<file path="config.mk">
export PLATFORM = sky130hd
export DESIGN_NAME = nec_ir_pulse_decoder
export DESIGN_NICKNAME = d
export VERILOG_FILES = /design/src/rtl/nirpd_pkg.sv /design/src/rtl/nirpd_front.sv /design/src/rtl/nirpd_back.sv /design/src/rtl/nec_ir_pulse_decoder.sv
export SDC_FILE = /design/constraint.sdc
export NUM_CORES = 1
export LEC_CHECK = 0
export BUFFER_PORTS_ARGS = -buffer_cell sky130_fd_sc_hd__buf_2
export CAP_MARGIN = 20
export CORE_MARGIN = 4
export CORE_UTILIZATION = 55
export CTS_CLUSTER_DIAMETER = 100
export DETAILED_ROUTE_END_ITERATION = 8
export PLACE_DENSITY = 0.73
export SETUP_SLACK_MARGIN = 0.15
export SLEW_MARGIN = 20
export SYNTH_ARGS = -nofsm -noshare
export SYNTH_HDL_FRONTEND = slang
export SYNTH_SLANG_ARGS = --single-unit
export TNS_END_PERCENT = 10
</file>
<file path="constraint.sdc">
create_clock -name clk -period 13.15 [get_ports clk]
set_input_delay 2.63 -clock clk [delete_from_list [all_inputs] [get_ports clk]]
set_output_delay 2.63 -clock clk [all_outputs]
set_load 0.05 [all_outputs]
</file>
<file path="src/rtl/nirpd_pkg.sv">
// Shared types, register indexes and constants of the NEC IR pulse decoder.
`timescale 1ns / 1ps

package nirpd_pkg;

    localparam int LEN_W       = 16;
    localparam int CFG_INDEX_W = 3;
    localparam int FRAME_BITS  = 32;
    localparam int COUNT_W     = 6;
    localparam int CMD_W       = 8;
    localparam int CNT_W       = 16;

    // Reset values of the configuration registers
    localparam logic [LEN_W-1:0] START_LENGTH_RST   = 16'd336;
    localparam logic [LEN_W-1:0] REPEAT_LENGTH_RST  = 16'd280;
    localparam logic [LEN_W-1:0] ONE_LENGTH_RST     = 16'd56;
    localparam logic [LEN_W-1:0] ZERO_LENGTH_RST    = 16'd28;
    localparam logic [LEN_W-1:0] BIT_TOLERANCE_RST  = 16'd13;
    localparam logic [LEN_W-1:0] LONG_TOLERANCE_RST = 16'd27;

    typedef enum logic [CFG_INDEX_W-1:0] {
        REG_START_LENGTH   = 3'd0,
        REG_REPEAT_LENGTH  = 3'd1,
        REG_ONE_LENGTH     = 3'd2,
        REG_ZERO_LENGTH    = 3'd3,
        REG_BIT_TOLERANCE  = 3'd4,
        REG_LONG_TOLERANCE = 3'd5
    } reg_index_t;

    // Pulse class, decided by the front end
    typedef enum logic [2:0] {
        CLS_START  = 3'd0,
        CLS_REPEAT = 3'd1,
        CLS_ONE    = 3'd2,
        CLS_ZERO   = 3'd3,
        CLS_BAD    = 3'd4
    } pulse_class_t;

    // Head of the class queue as seen by the back end
    typedef struct packed {
        logic         valid;
        pulse_class_t cls;
    } cls_req_t;

    // One result request
    typedef struct packed {
        logic             new_command;
        logic             repeat_seen;
        logic [CMD_W-1:0] command_code;
        logic [CNT_W-1:0] repeat_count;
        logic [CNT_W-1:0] error_count;
    } result_t;

endpackage

</file>
<file path="src/rtl/nirpd_front.sv">
// Front end: configuration registers, window classification and class queue.
`timescale 1ns / 1ps

module nirpd_front
    import nirpd_pkg::*;
(
    input  logic                   clk,
    input  logic                   rst_n,
    input  logic                   cfg_write,
    input  logic [CFG_INDEX_W-1:0] cfg_index,
    input  logic [LEN_W-1:0]       cfg_data,
    input  logic                   push,
    input  logic [LEN_W-1:0]       interval_length,
    output logic                   full,
    output cls_req_t               cls_req,
    input  logic                   cls_pop
);

    logic [LEN_W-1:0] start_length_reg;
    logic [LEN_W-1:0] repeat_length_reg;
    logic [LEN_W-1:0] one_length_reg;
    logic [LEN_W-1:0] zero_length_reg;
    logic [LEN_W-1:0] bit_tolerance_reg;
    logic [LEN_W-1:0] long_tolerance_reg;

    pulse_class_t q_reg [2];
    logic         wr_ptr_reg;
    logic         rd_ptr_reg;
    logic [1:0]   count_reg;
    logic [1:0]   count_next;
    pulse_class_t cls_now;
    logic         do_push;
    logic         do_pop;

    // True when c - t <= v <= c + t, computed without wrap
    function automatic logic in_window(input logic [LEN_W-1:0] v,
                                       input logic [LEN_W-1:0] c,
                                       input logic [LEN_W-1:0] t);
        logic [LEN_W:0] vt;
        logic [LEN_W:0] ct;
        begin
            vt = {1'b0, v} + {1'b0, t};
            ct = {1'b0, c} + {1'b0, t};
            in_window = (vt >= {1'b0, c}) && ({1'b0, v} <= ct);
        end
    endfunction

    // Write configuration registers; unknown indexes are dropped
    always_ff @(posedge clk or negedge rst_n)
    begin
        if (!rst_n)
        begin
            start_length_reg   <= START_LENGTH_RST;
            repeat_length_reg  <= REPEAT_LENGTH_RST;
            one_length_reg     <= ONE_LENGTH_RST;
            zero_length_reg    <= ZERO_LENGTH_RST;
            bit_tolerance_reg  <= BIT_TOLERANCE_RST;
            long_tolerance_reg <= LONG_TOLERANCE_RST;
        end
        else if (cfg_write)
        begin
            case (cfg_index)
                REG_START_LENGTH:   start_length_reg   <= cfg_data;
                REG_REPEAT_LENGTH:  repeat_length_reg  <= cfg_data;
                REG_ONE_LENGTH:     one_length_reg     <= cfg_data;
                REG_ZERO_LENGTH:    zero_length_reg    <= cfg_data;
                REG_BIT_TOLERANCE:  bit_tolerance_reg  <= cfg_data;
                REG_LONG_TOLERANCE: long_tolerance_reg <= cfg_data;
                default:            ;
            endcase
        end
    end

    // Classify the interval; earlier windows win on overlap
    always_comb
    begin
        if (in_window(interval_length, start_length_reg, long_tolerance_reg))
            cls_now = CLS_START;
        else if (in_window(interval_length, repeat_length_reg, long_tolerance_reg))
            cls_now = CLS_REPEAT;
        else if (in_window(interval_length, one_length_reg, bit_tolerance_reg))
            cls_now = CLS_ONE;
        else if (in_window(interval_length, zero_length_reg, bit_tolerance_reg))
            cls_now = CLS_ZERO;
        else
            cls_now = CLS_BAD;
    end

    // Queue handshake
    assign full    = (count_reg == 2'd2);
    assign do_push = push && !full;
    assign do_pop  = cls_pop && (count_reg != 2'd0);

    always_comb
    begin
        count_next = count_reg;
        if (do_push && !do_pop)
            count_next = count_reg + 2'd1;
        else if (do_pop && !do_push)
            count_next = count_reg - 2'd1;
    end

    // Advance queue pointers and count
    always_ff @(posedge clk or negedge rst_n)
    begin
        if (!rst_n)
        begin
            wr_ptr_reg <= 1'b0;
            rd_ptr_reg <= 1'b0;
            count_reg  <= 2'd0;
        end
        else
        begin
            if (do_push)
                wr_ptr_reg <= ~wr_ptr_reg;
            if (do_pop)
                rd_ptr_reg <= ~rd_ptr_reg;
            count_reg <= count_next;
        end
    end

    // Store the class
    always_ff @(posedge clk)
    begin
        if (do_push)
            q_reg[wr_ptr_reg] <= cls_now;
    end

    assign cls_req.valid = (count_reg != 2'd0);
    assign cls_req.cls   = q_reg[rd_ptr_reg];

endmodule

</file>
<file path="src/rtl/nirpd_back.sv">
// Back end: frame decode state and the result queue.
`timescale 1ns / 1ps

module nirpd_back
    import nirpd_pkg::*;
(
    input  logic     clk,
    input  logic     rst_n,
    input  cls_req_t cls_req,
    output logic     cls_pop,
    output result_t  res_head,
    output logic     empty,
    input  logic     pop
);

    logic                  armed_reg;
    logic                  armed_next;
    logic [COUNT_W-1:0]    bit_count_reg;
    logic [COUNT_W-1:0]    bit_count_next;
    logic [FRAME_BITS-1:0] shift_bits_reg;
    logic [FRAME_BITS-1:0] shift_bits_next;
    logic [CMD_W-1:0]      held_command_reg;
    logic [CMD_W-1:0]      held_command_next;
    logic [CNT_W-1:0]      repeats_reg;
    logic [CNT_W-1:0]      repeats_next;
    logic [CNT_W-1:0]      bad_pulses_reg;
    logic [CNT_W-1:0]      bad_pulses_next;
    logic                  fresh;
    logic                  rep;
    result_t               res_now;

    result_t               rq_reg [2];
    logic                  wr_ptr_reg;
    logic                  rd_ptr_reg;
    logic [1:0]            count_reg;
    logic [1:0]            count_next;
    logic                  do_pop;

    // Take a class whenever the result queue has room
    assign cls_pop = cls_req.valid && (count_reg != 2'd2);

    // Decode one pulse
    always_comb
    begin
        armed_next        = armed_reg;
        bit_count_next    = bit_count_reg;
        shift_bits_next   = shift_bits_reg;
        held_command_next = held_command_reg;
        repeats_next      = repeats_reg;
        bad_pulses_next   = bad_pulses_reg;
        fresh             = 1'b0;
        rep               = 1'b0;
        if (!armed_reg)
        begin
            armed_next     = 1'b1;
            bit_count_next = '0;
        end
        else
        begin
            case (cls_req.cls)
                CLS_START:
                begin
                    bit_count_next  = '0;
                    shift_bits_next = '0;
                end
                CLS_REPEAT:
                begin
                    rep          = 1'b1;
                    repeats_next = repeats_reg + CNT_W'(1);
                end
                default:
                begin
                    repeats_next = '0;
                    if (bit_count_reg < COUNT_W'(FRAME_BITS))
                    begin
                        shift_bits_next = {shift_bits_reg[FRAME_BITS-2:0],
                                           (cls_req.cls == CLS_ONE)};
                        if (cls_req.cls == CLS_BAD)
                            bad_pulses_next = bad_pulses_reg + CNT_W'(1);
                        bit_count_next = bit_count_reg + COUNT_W'(1);
                        // Frame complete: check command against its complement
                        if (bit_count_next == COUNT_W'(FRAME_BITS))
                        begin
                            if (shift_bits_next[15:8] == ~shift_bits_next[7:0])
                            begin
                                held_command_next = shift_bits_next[15:8];
                                fresh             = 1'b1;
                            end
                            armed_next = 1'b0;
                        end
                    end
                end
            endcase
        end
    end

    // Update decode state on each taken class
    always_ff @(posedge clk or negedge rst_n)
    begin
        if (!rst_n)
        begin
            armed_reg        <= 1'b0;
            bit_count_reg    <= '0;
            shift_bits_reg   <= '0;
            held_command_reg <= '0;
            repeats_reg      <= '0;
            bad_pulses_reg   <= '0;
        end
        else if (cls_pop)
        begin
            armed_reg        <= armed_next;
            bit_count_reg    <= bit_count_next;
            shift_bits_reg   <= shift_bits_next;
            held_command_reg <= held_command_next;
            repeats_reg      <= repeats_next;
            bad_pulses_reg   <= bad_pulses_next;
        end
    end

    assign res_now.new_command  = fresh;
    assign res_now.repeat_seen  = rep;
    assign res_now.command_code = held_command_next;
    assign res_now.repeat_count = repeats_next;
    assign res_now.error_count  = bad_pulses_next;

    // Result queue handshake
    assign empty  = (count_reg == 2'd0);
    assign do_pop = pop && !empty;

    always_comb
    begin
        count_next = count_reg;
        if (cls_pop && !do_pop)
            count_next = count_reg + 2'd1;
        else if (do_pop && !cls_pop)
            count_next = count_reg - 2'd1;
    end

    // Advance result queue pointers and count
    always_ff @(posedge clk or negedge rst_n)
    begin
        if (!rst_n)
        begin
            wr_ptr_reg <= 1'b0;
            rd_ptr_reg <= 1'b0;
            count_reg  <= 2'd0;
        end
        else
        begin
            if (cls_pop)
                wr_ptr_reg <= ~wr_ptr_reg;
            if (do_pop)
                rd_ptr_reg <= ~rd_ptr_reg;
            count_reg <= count_next;
        end
    end

    // Store the result request
    always_ff @(posedge clk)
    begin
        if (cls_pop)
            rq_reg[wr_ptr_reg] <= res_now;
    end

    assign res_head = rq_reg[rd_ptr_reg];

endmodule

</file>
<file path="src/rtl/nec_ir_pulse_decoder.sv">
// NEC IR pulse decoder: interval classification front end and frame decode back end.
// A pushed request is registered in the class queue, then in the result queue, and
// then shows on the result ports. Throughput: one request per cycle while full is
// low; each side has a 2-entry queue that decouples it.
// Reset: rst_n asynchronous, active low; clears queues, decode state and counters,
// and loads the default window lengths and tolerances.
`timescale 1ns / 1ps

module nec_ir_pulse_decoder
    import nirpd_pkg::*;
(
    input  logic                   clk,
    input  logic                   rst_n,
    input  logic                   cfg_write,
    input  logic [CFG_INDEX_W-1:0] cfg_index,
    input  logic [LEN_W-1:0]       cfg_data,
    input  logic                   push,
    output logic                   full,
    input  logic [LEN_W-1:0]       interval_length,
    output logic                   empty,
    input  logic                   pop,
    output logic                   new_command,
    output logic                   repeat_seen,
    output logic [CMD_W-1:0]       command_code,
    output logic [CNT_W-1:0]       repeat_count,
    output logic [CNT_W-1:0]       error_count
);

    cls_req_t cls_req;
    logic     cls_pop;
    result_t  res_head;

    nirpd_front u_front (
        .clk             (clk),
        .rst_n           (rst_n),
        .cfg_write       (cfg_write),
        .cfg_index       (cfg_index),
        .cfg_data        (cfg_data),
        .push            (push),
        .interval_length (interval_length),
        .full            (full),
        .cls_req         (cls_req),
        .cls_pop         (cls_pop)
    );

    nirpd_back u_back (
        .clk      (clk),
        .rst_n    (rst_n),
        .cls_req  (cls_req),
        .cls_pop  (cls_pop),
        .res_head (res_head),
        .empty    (empty),
        .pop      (pop)
    );

    assign new_command  = res_head.new_command;
    assign repeat_seen  = res_head.repeat_seen;
    assign command_code = res_head.command_code;
    assign repeat_count = res_head.repeat_count;
    assign error_count  = res_head.error_count;

    // A pulse is never both a repeat and a frame end
    a_excl_flags: assert property (@(posedge clk) disable iff (!rst_n)
        !empty |-> !(new_command && repeat_seen))
        else $error("new_command and repeat_seen both set");

    // Full front queue means the back end has a pending class
    a_full_pending: assert property (@(posedge clk) disable iff (!rst_n)
        full |-> cls_req.valid)
        else $error("front full without pending class");

    // A request entering idle queues passes the class queue and reaches the result side
    a_latency: assert property (@(posedge clk) disable iff (!rst_n)
        (push && !full && !cls_req.valid && empty) |-> ##2 !empty)
        else $error("request did not reach result queue");

    // A completed frame ends on a bit pulse, which clears the repeat run
    a_cmd_repeats: assert property (@(posedge clk) disable iff (!rst_n)
        (!empty && new_command) |-> (repeat_count == '0))
        else $error("new command with nonzero repeat count");

endmodule
</file>
==> results of run 1 <==
[synth_stat cells, drive strengths merged, types with 34 or more instances]
master  number  share of area, %
inv        106               2.2
a21oi      102               2.9
mux2       123               7.8
edfxtp      90                15
xnor2       65               3.2
ha         230                16
o21ai      133               3.8
a21o        41               1.7
nor2        91               1.9
nand2      166               3.5
nor3        34               1.0
dfrtp      147                21
xor2        62               3.1
nand3       40               1.1
[power groups by stage]
stage	clock network, mW	logic [mW]	registers [mW]
global placement	0	2.49	1.33
finish	0.745	2.56	1.33
floorplan	0	1.98	1.26
detailed placement	0	2.54	1.34
global route	0.796	2.84	1.36
CTS	0.763	2.56	1.33
[cells by family (layout without fill, tap and decap cells)]
| family | after synthesis | count (layout) | synth area share, % |
|---|---|---|---|
| simple gates | 451 | 451 | 12.08 |
| compound gates | 418 | 418 | 14.80 |
| flops | 256 | 256 | 38.84 |
| fa+ha+maj | 236 | 236 | 16.92 |
| buf+inv | 140 | 253 | 3.016 |
| xor+xnor | 127 | 127 | 6.279 |
| mux | 126 | 126 | 8.059 |
| other cells | 0 | 2 | 0 |
[cell usage in the layout (no fill, tap or decap), types with 65 or more instances in the layout]
master / n
ha_1: 230
inv_1: 106
mux2_2: 123
nor2_1: 89
buf_2: 82
nand2_1: 166
xnor2_1: 65
dfrtp_1: 146
a21oi_1: 102
edfxtp_1: 90
o21ai_0: 132
[per-stage QoR]
stage	worst slack (ns)	power (mW)	area, sq um	std cells
2_1_floorplan	7.207	3.234	17710	1754
3_3_place_gp	6.464	3.814	18650	2219
3_5_place_dp	6.322	3.883	18650	2219
4_1_cts	6.875	4.652	19520	2269
5_1_grt	6.606	4.989	19520	2270
6_report	6.858	4.633	19520	2271
[how the worst max path moves through the flow]
| stage | start | endpoint | cells after the start |
|---|---|---|---|
| floorplan | interval_length[9] | u_front.q_reg[0][2]$_DFFE_PP_ | 16 |
| global placement | interval_length[1] | u_front.q_reg[0][2]$_DFFE_PP_ | 17 |
| detailed placement | interval_length[1] | u_front.q_reg[1][2]$_DFFE_PP_ | 17 |
| CTS | interval_length[1] | u_front.q_reg[1][2]$_DFFE_PP_ | 17 |
| global route | interval_length[1] | u_front.q_reg[1][2]$_DFFE_PP_ | 17 |
| finish | interval_length[1] | u_front.q_reg[1][2]$_DFFE_PP_ | 17 |
[critical path, stage by stage]
cell and delay [ns]:
buf_2 0.18, inv_1 0.12, fa_1 0.48, nand2b_1 0.19, a21o_1 0.20, a211oi_1 0.34, or2_2 0.21, a31oi_1 0.11
xnor2_1 0.21, ha_1 0.30, a211oi_1 0.21, o21ai_0 0.11, o21ba_2 0.24, o221ai_1 0.13, nor3b_1 0.49, nor2_1 0.12
nor4_1 0.37
[per-layer routing]
layer | global-route usage [%] | vias to the layer above
li1 | - | 6598
met1 | 32.36 | 6482
met2 | 41.80 | 337
met3 | 3.210 | 88
met4 | 7.792 | 0
met5 | 0 | -
[cell type report]
class	count	area [sq um]
fill	2592	12120
multi-input combinational	1358	10340
sequential	256	6882
clock buffer	36	749.5
timing repair buffer	96	519.2
tap	402	503.0
inverter	107	401.6
clock inverter	14	118.9
antenna	2	5.005
==> parameters.txt, run 1 <==
Parameter                              Value

Run status
  Result of the run    finished clean

Clocking
  Worst-case clock buffer depth    3
  Clock buffers created by TritonCTS    27
  Clock tree root buffer cell    clkbuf_16
  Clock tree from TritonCTS    built
  Latest clock arrival within the worst-skew pair    0.57 ns
  Hold Buf Count CTS    0
  H-tree levels    1
  CTS sink cnt    256
  Post-CTS resize count    0
  Post-CTS setup buffer count    0
  Clock input transition at the sequential cells of the worst setup and hold paths    0.06 ns

Floorplan
  Chip Width    approximately 190 um
  Number of rows in the core area    65
  Count of pins on the block boundary    84
  Die footprint    around 35000 sq um
  Height of the die    187.5 um
  Initial standard-cell utilization of the core    55.99%
  Floorplan core area    31640 sq um

Final layout
  Finished Core Util    61.70%
  Nets    2122
  Fraction of final layout cells sized beyond drive strength 1    roughly 16%
  Largest register FFs    84
  Area growth, synth to finish    10.19%

Timing
  Final number of max-transition violations    0
  Final hold slack    0.4903 ns
  Number of endpoints failing setup at the final stage    0
  Unrepaired setup endpoints after global routing    no
  Slew margin rel.    roughly 26%
  Final worst path period need    6.292 ns
  Final hold violation count    0
  Total negative slack    0 ns
  Final worst-path cycle share    a little under half
  Post-Route Skew    between 0.01 and 0.015 ns
  Worst-Margin Slew    1.106 ns
  Maximum operating frequency    158.9 MHz

Worst setup path
  Critical Path End Type    flip-flop
  Setup Crit Path Kind    in -> reg
  Category of the worst setup path launch point    primary input
  Origin of the critical flop-to-flop path    u_front.one_length_reg[0]$_DFFE_PN0P_
  Data required time of the critical path    13.50 ns
  Cells on worst reg2reg path    17
  Flop2flop setup slack    around 8.1 ns
  Capture point of the worst reg-to-reg path    u_front.q_reg[1][2]$_DFFE_PP_
  Arrival time of data at the critical path endpoint    6.64 ns
  Largest fanout on the critical path    7

Worst hold path
  Worst min-delay path startpoint    u_back.bad_pulses_reg[15]$_DFFE_PN0P_
  Cell depth of the worst hold path    1
  Hold Path Sink    u_back.bad_pulses_reg[15]$_DFFE_PN0P_
  Worst hold path class    reg -> reg

Detailed routing
  Routed met3 length    between 2 and 2.5 mm
  Total wire length after detailed routing    ~44 mm
  Number of nets with antenna violations after detailed routing    0
  Metal-1 WL    19.18 mm
  Length of routed met2 wiring    approximately 21 mm
  Initial DRC Count    ~740
  Routed via count divided by cell count    just under 6
  Wire length per cell after detailed routing    slightly below 20 um
  Final routed DRC violation total    0
  First drt pass iteration count    7
  Routed vias    13505
  Highest routed metal layer    met4

Yosys
  Synthesized area per cell    10.10 sq um
  Most frequently used flop master after synthesis    dfrtp_1
  Syn_nets    2030
  Portion of the post-synthesis area used by sequential elements    38.84%
  Number of enable flip-flop cells after synthesis    90
  Number of warning messages in the yosys log    0
  Post-synthesis cell count    1754
  Count of state elements after synthesis    roughly 260
  Synthesized area    17710 sq um
  Proportion of register bits with asynchronous set or reset after synthesis    64.84%
  Number of unique standard cell types used by synthesis    71

Power and ir drop
  Total internal power    2.532 mW
  Clock network fraction of total power    16.1%
  Leak pwr    8.749 nW
  Cell Pwr Density    between 200 and 250 nW/um^2
  Net Switching    2.100 mW
  Register share of total power    28.7%
  Switching part of the total    around 45%
  Worst VDD drop    0.0001281 V
  Part of the power in combinational logic    55.2%

Placed design
  Final Wtd Congestion    a little under 1
  Hpwl dp    between 30 and 40 mm
  Quantity of I/O buffers inserted on ports    83

Global route
  Gr ovfl total    0
  Number of antenna violations at the first check in global routing    2
  Maximum number of pins on one net before global-route repair    100
  Overall Global Routing Usage    24.41%
  Vias in the first global route    13501
  Global-route wire length before repair    70.55 mm

Job
  MaxCap Viol Count    0
Power figures use the tool's default switching activity.
==> run 2, diff against run 1 <==
--- a/config.mk
+++ b/config.mk
@@ -11,7 +11,7 @@
 export CORE_UTILIZATION = 55
 export CTS_CLUSTER_DIAMETER = 100
 export DETAILED_ROUTE_END_ITERATION = 8
-export PLACE_DENSITY = 0.73
+export PLACE_DENSITY = 0.75
 export SETUP_SLACK_MARGIN = 0.15
 export SLEW_MARGIN = 20
 export SYNTH_ARGS = -nofsm -noshare
==> constraint.sdc (replaced) <==
create_clock -name clk -period 5.2 [get_ports clk]
set_input_delay 1.04 -clock clk [delete_from_list [all_inputs] [get_ports clk]]
set_output_delay 1.04 -clock clk [all_outputs]
set_load 0.05 [all_outputs]
==> run 2 against run 1 <==
Against the previous run:
- highest routed layer unchanged
- largest cell class unchanged
- global-route usage is 0.23 points higher
- sequential power rose to 2.5 times the previous value
- largest power group unchanged
- critical path type is now reg -> reg
- critical endpoint is now u_front.q_reg[0][2]$_DFFE_PP_
- clock skew barely moved
- hold slack lost 0.063 ns
- final cell count grew 0.57%
==> parameters.txt, run 2 (synthesis gave the netlist of run 1 again) <==
Parameter                              Value

Final layout
  Number of non-filler instances in the completed layout    2284 (was 2271)
  Count of fill cells added during filler insertion    2568 (was 2592)
  Most frequent standard cell in the layout excluding fill and tap cells    ha_1 (unchanged)
  Largest register FFs    84 (unchanged)
  Fraction of final layout cells sized beyond drive strength 1    16.90% (was 16.39%)
  Commonest cells after routing, fill and taps aside    ha_1, nand2_1, dfrtp_1 (unchanged)
  Nets    2135 (was 2122)
  Antenna diode instance count    0 (was 2)
  Area growth, synth to finish    11.46% (was 10.19%)
  Finished Core Util    62.41% (was 61.70%)
  Layout Cell Area excl Fill    19750 sq um (was 19520 sq um)

Detailed routing
  First drt pass iteration count    5 (was 7)
  Routed vias    13767 (was 13505)
  Number of nets with antenna violations after detailed routing    0 (unchanged)
  Wire length per cell after detailed routing    19.30 um (was 19.21 um)
  Final routed DRC violation total    0 (unchanged)
  Initial DRC Count    803 (was 739)
  Routed via count divided by cell count    6.028 (was 5.947)
  Total wire length after detailed routing    44.09 mm (was 43.62 mm)

Floorplan
  Count of pins on the block boundary    84 (unchanged)
  Chip Width    187.5 um (unchanged)
  Die footprint    35140 sq um (unchanged)
  Floorplan core area    31640 sq um (unchanged)
  Height of the die    187.5 um (unchanged)
  Number of rows in the core area    65 (unchanged)
  Initial standard-cell utilization of the core    55.99% (unchanged)

Clocking
  Clock input transition at the sequential cells of the worst setup and hold paths    0.06 ns (about the same)
  Clock buffers created by TritonCTS    29 (was 27)
  Post-CTS resize count    0 (unchanged)
  Clock tree root buffer cell    clkbuf_16 (unchanged)
  Clock tree from TritonCTS    built (unchanged)
  Latest clock arrival within the worst-skew pair    0.57 ns (about the same)
  CTS sink cnt    256 (unchanged)
  H-tree levels    1 (unchanged)
  Post-CTS setup buffer count    0 (unchanged)
  Worst-case clock buffer depth    3 (unchanged)
  Hold Buf Count CTS    0 (unchanged)

Global route
  Global-route wire length before repair    71.15 mm (was 70.55 mm)
  Overall Global Routing Usage    24.64% (was 24.41%)
  Maximum number of pins on one net before global-route repair    106 (was 100)
  Number of antenna violations at the first check in global routing    0 (was 2)
  Gr ovfl total    0 (unchanged)
  Vias in the first global route    13675 (was 13501)

Placed design
  Placed cell area    18750 sq um (was 18650 sq um)
  Quantity of I/O buffers inserted on ports    83 (unchanged)
  Hpwl dp    34.11 mm (was 33.78 mm)
  Cell total after placement    2230 (was 2219)
  Final Wtd Congestion    0.9618 (was 0.9793)

Timing
  Maximum operating frequency    211.1 MHz
  Worst-Margin Slew    1.013 ns (was 1.106 ns)
  Unrepaired setup endpoints after global routing    no (unchanged)
  Number of endpoints failing setup at the final stage    0 (unchanged)
  Total negative slack    0 ns (unchanged)
  Final hold violation count    0 (unchanged)
  Final worst path period need    4.737 ns
  Final number of max-transition violations    0 (unchanged)
  Final worst-path cycle share    91.10%
  Post-Route Skew    0.01255 ns (was 0.01294 ns)
  Slew margin rel.    32.10% (was 25.88%)

Worst setup path
  Origin of the critical flop-to-flop path    u_front.long_tolerance_reg[0]$_DFFE_PN1P_ (was u_front.one_length_reg[0]$_DFFE_PN0P_)
  Critical Path End Type    flip-flop (unchanged)
  Largest fanout on the critical path    4 (was 7)
  Flop2flop setup slack    0.46 ns (was 8.07 ns)
  First element of the critical path    u_front.long_tolerance_reg[0]$_DFFE_PN1P_ (was interval_length[1])
  Setup Crit Path Kind    reg -> reg (was in -> reg)
  Arrival time of data at the critical path endpoint    5.09 ns (was 6.64 ns)
  Category of the worst setup path launch point    flip-flop (was primary input)
  Data required time of the critical path    5.56 ns (was 13.50 ns)

Power and ir drop
  Leak pwr    8.854 nW (was 8.749 nW)
  Worst VDD drop    0.0003613 V (was 0.0001281 V)
  Cell Pwr Density    606.6 nW/um^2 (was 237.3 nW/um^2)

Worst hold path
  Worst hold path class    in -> async (was reg -> reg)

Run status
  Result of the run    finished clean (unchanged)

Job
  MaxCap Viol Count    0 (unchanged)
## run 2: metal layers
metal / vias up / global-route usage [%] / routed length, um
met4: 0 / 10.62 / 2179
met2: 392 / 41.51 / 20570
met5: - / 0 / 0
met3: 122 / 3.210 / 2144
met1: 6625 / 32.12 / 19200
li1: 6628 / - / -
## run 2: critical path, stage by stage (launching register included)
cell and delay, ns:
dfstp_2 0.56, ha_1 0.18, inv_1 0.06, fa_1 0.42, nor2b_1 0.17, o2111ai_1 0.15, and3_1 0.24, o31ai_2 0.39
nand3_1 0.17, a311oi_1 0.37, xnor2_1 0.13, ha_1 0.30, nand3_1 0.08, nor3_1 0.28, a31oi_1 0.15, a211oi_1 0.34
a41oi_1 0.17, nor4_1 0.36
## run 2: power by group
| group | switching (mW) | total [mW] | internal, mW |
|---|---|---|---|
| logic | 4.03 | 6.52 | 2.49 |
| clock network | 0.843 | 2.10 | 1.26 |
| registers | 0.475 | 3.36 | 2.88 |
| total | 5.35 | 12.0 | 6.63 |
## run 2: cell type report
type / instances / area (sq um) / area share, %
clock buffers: 36 / 773.2 / 3.916
flip-flops and latches: 256 / 6882 / 34.85
clock inverters: 18 / 211.5 / 1.071
well taps: 402 / 503.0 / 2.547
repair buffers: 107 / 621.8 / 3.149
multi-input cells: 1358 / 10350 / 52.43
inverters: 107 / 401.6 / 2.034
## run 2: per-stage QoR
step                      setup WS [ns]  hold slack (ns)  total power, mW
final                            0.4628           0.4276            11.98
after global routing             0.1699           0.4675            12.87
after CTS                        0.3644           0.4431            12.00
after detailed placement         0.1193           0.4798            9.837
after global placement           0.2896           0.4745            9.640
after floorplan                  0.8467           0.4607            8.178
## run 2: path summary, 6_finish.rpt
kind,to,cells after the start
hold reg to reg,u_back.held_command_reg[4]$_DFFE_PN0P_,1
hold / removal,u_front.start_length_reg[3]$_DFFE_PN0P_,1
setup reg to reg,u_front.q_reg[0][2]$_DFFE_PP_,17
max in group asynchronous,u_back.rd_ptr_reg$_DFFE_PN0P_,2
min in group clk,u_back.held_command_reg[4]$_DFFE_PN0P_,1
setup / recovery,u_front.q_reg[0][2]$_DFFE_PP_,17
==> run 3, diff against run 2 <==
--- a/config.mk
+++ b/config.mk
@@ -5,13 +5,13 @@
 export SDC_FILE = /design/constraint.sdc
 export NUM_CORES = 1
 export LEC_CHECK = 0
-export BUFFER_PORTS_ARGS = -buffer_cell sky130_fd_sc_hd__buf_2
 export CAP_MARGIN = 20
 export CORE_MARGIN = 4
 export CORE_UTILIZATION = 55
 export CTS_CLUSTER_DIAMETER = 100
 export DETAILED_ROUTE_END_ITERATION = 8
-export PLACE_DENSITY = 0.75
+export DONT_BUFFER_PORTS = 1
+export PLACE_DENSITY = 0.73
 export SETUP_SLACK_MARGIN = 0.15
 export SLEW_MARGIN = 20
 export SYNTH_ARGS = -nofsm -noshare
==> run 3 against run 2 <==
Against the previous run:
- via count is 4.0% lower
- global-route usage fell by 0.29 points
- flip-flop and latch count unchanged
- clock power up 2%
- clock skew grew 0.0025 ns
- sequential power barely moved
- die area did not move
- register-to-register slack is essentially flat
- largest cell class unchanged
- largest power group unchanged
- highest routed layer is now met5
==> parameters.txt, run 3 (synthesis gave the netlist of run 1 again) <==
Parameter                              Value

Run status
  Result of the run    finished clean (unchanged)

Detailed routing
  Total wire length after detailed routing    43.19 mm (was 44.09 mm)
  Initial DRC Count    803 (unchanged)
  Routed via count divided by cell count    6.034 (was 6.028)
  First drt pass iteration count    5 (unchanged)
  Routed vias    13221 (was 13767)
  Final routed DRC violation total    0 (unchanged)
  Number of nets with antenna violations after detailed routing    0 (unchanged)
  Wire length per cell after detailed routing    19.71 um (was 19.30 um)

Timing
  Post-Route Skew    0.01502 ns (was 0.01255 ns)
  Final worst path period need    4.732 ns (was 4.737 ns)
  Least setup slack across all paths after layout    0.4682 ns (was 0.4628 ns)
  Final hold violation count    0 (unchanged)
  Number of endpoints failing setup at the final stage    0 (unchanged)
  Final hold slack    0.1880 ns (was 0.4276 ns)
  Worst-Margin Slew    0.9998 ns (was 1.013 ns)
  Total negative slack    0 ns (unchanged)
  Maximum operating frequency    211.3 MHz (was 211.1 MHz)
  Unrepaired setup endpoints after global routing    yes (was no)
  Slew margin rel.    33.10% (was 32.10%)
  Final number of max-transition violations    0 (unchanged)
  Final worst-path cycle share    91.00% (was 91.10%)

Final layout
  Antenna diode instance count    0 (unchanged)
  Commonest cells after routing, fill and taps aside    ha_1, nand2_1, dfrtp_1 (unchanged)
  Nets    2043 (was 2135)
  Largest register FFs    84 (unchanged)
  Number of non-filler instances in the completed layout    2191 (was 2284)
  Area growth, synth to finish    8.850% (was 11.46%)
  Fraction of final layout cells sized beyond drive strength 1    13.14% (was 16.90%)
  Layout Cell Area excl Fill    19280 sq um (was 19750 sq um)
  Most frequent standard cell in the layout excluding fill and tap cells    ha_1 (unchanged)
  Count of fill cells added during filler insertion    2594 (was 2568)
  Finished Core Util    60.95% (was 62.41%)

Worst setup path
  Data required time of the critical path    5.54 ns (was 5.56 ns)
  Setup Crit Path Kind    reg -> reg (unchanged)
  Critical Path End Type    flip-flop (unchanged)
  Arrival time of data at the critical path endpoint    5.08 ns (was 5.09 ns)
  Category of the worst setup path launch point    flip-flop (unchanged)
  Largest fanout on the critical path    6 (was 4)

Global route
  Number of antenna violations at the first check in global routing    1 (was 0)
  Gr ovfl total    0 (unchanged)
  Global-route wire length before repair    70.39 mm (was 71.15 mm)
  Overall Global Routing Usage    24.35% (was 24.64%)
  Maximum number of pins on one net before global-route repair    167 (was 106)
  Vias in the first global route    13338 (was 13675)

Placed design
  Quantity of I/O buffers inserted on ports    0 (was 83)
  Hpwl dp    32.65 mm (was 34.11 mm)
  Final Wtd Congestion    0.9541 (was 0.9618)
  Cell total after placement    2137 (was 2230)
  Setup slack at placement    0.1732 ns (was 0.1193 ns)
  Placed cell area    18240 sq um (was 18750 sq um)

Clocking
  Worst-case clock buffer depth    3 (unchanged)
  Clock tree from TritonCTS    built (unchanged)
  Clock buffers created by TritonCTS    29 (unchanged)
  Hold Buf Count CTS    0 (unchanged)
  CTS sink cnt    256 (unchanged)
  H-tree levels    1 (unchanged)
  Post-CTS resize count    1 (was 0)
  Post-CTS setup buffer count    0 (unchanged)
  Clock input transition at the sequential cells of the worst setup and hold paths    0.06 ns (about the same)
  Latest clock arrival within the worst-skew pair    0.56 ns (was 0.57 ns)
  Clock tree root buffer cell    clkbuf_16 (unchanged)

Power and ir drop
  PnR Total Power    11.74 mW (was 11.98 mW)
  Register share of total power    28.4% (was 28.0%)
  Switching part of the total    44.73% (was 44.68%)
  Part of the power in combinational logic    53.2% (was 54.4%)
  Clock network fraction of total power    18.3% (was 17.5%)
  Worst VDD drop    0.0003091 V (was 0.0003613 V)
  Cell Pwr Density    609.1 nW/um^2 (was 606.6 nW/um^2)
  Total internal power    6.490 mW (was 6.626 mW)
  Net Switching    5.254 mW (was 5.352 mW)
  Leak pwr    8.490 nW (was 8.854 nW)

Job
  MaxCap Viol Count    0 (unchanged)

Floorplan
  Count of pins on the block boundary    84 (unchanged)
  Floorplan core area    31640 sq um (unchanged)
  Initial standard-cell utilization of the core    55.99% (unchanged)
  Die footprint    35140 sq um (unchanged)
  Number of rows in the core area    65 (unchanged)
  Height of the die    187.5 um (unchanged)
  Chip Width    187.5 um (unchanged)

Worst hold path
  Worst hold path class    in -> async (unchanged)
## run 3: cell count changes in the layout (fill, tap and decap cells not counted), sizes merged
cell,change
buf,-92
clkbuf,-5
clkinvlp,+3
bufinv,+1
clkinv,-1
inv,+1
## run 3: path summary, 6_finish.rpt
path	start	endpoint	slack, ns	cells after the start
min in group clk	u_back.bad_pulses_reg[15]$_DFFE_PN0P_	u_back.bad_pulses_reg[15]$_DFFE_PN0P_	0.49	1
min reg2reg	u_back.bad_pulses_reg[15]$_DFFE_PN0P_	u_back.bad_pulses_reg[15]$_DFFE_PN0P_	0.49	1
max	u_front.long_tolerance_reg[1]$_DFFE_PN1P_	u_front.q_reg[1][2]$_DFFE_PP_	0.47	16
min	rst_n	u_front.one_length_reg[2]$_DFFE_PN0P_	0.19	0
max in group asynchronous	rst_n	u_back.rd_ptr_reg$_DFFE_PN0P_	4.75	0
max reg2reg	u_front.long_tolerance_reg[1]$_DFFE_PN1P_	u_front.q_reg[1][2]$_DFFE_PP_	0.47	16
## run 3: power by group through the flow
stage / Clock (mW) / Sequential, mW / Combinational (mW)
floorplan: 0 / 3.18 / 5.00
global placement: 0 / 3.34 / 6.01
detailed placement: 0 / 3.37 / 6.14
CTS: 2.19 / 3.34 / 6.21
global route: 2.27 / 3.42 / 6.91
finish: 2.15 / 3.34 / 6.25
## run 3: layer usage
metal / GRT usage (%) / wire, um / vias up
met5: 0 / 13 / -
met4: 8.893 / 1760 / 2
li1: - / - / 6448
met3: 4.405 / 2413 / 100
met2: 41.45 / 20630 / 343
met1: 31.25 / 18370 / 6328
## run 3: area by class of cell
class,count,area [sq um],share of cell area (%)
Multi-Input combinational cell,1358,10370,53.79
Sequential cell,256,6882,35.69
Clock buffer,31,733.2,3.802
Tap cell,402,503.0,2.609
Inverter,107,401.6,2.083
Clock inverter,22,271.5,1.408
Timing Repair Buffer,15,120.1,0.6229
## run 3: worst max-delay path: stages, from the launching register on
cell and delay, ns:
dfstp_2 0.61, inv_1 0.12, fa_1 0.48, nor2b_1 0.19, o2111ai_1 0.17, and3_1 0.24
o31ai_1 0.46, nand3_1 0.16, a311oi_1 0.35, xnor2_1 0.13, ha_1 0.31, nand3_1 0.11
nor3_1 0.32, a31oi_1 0.15, a211oi_1 0.29, a41oi_1 0.12, nor4_2 0.32
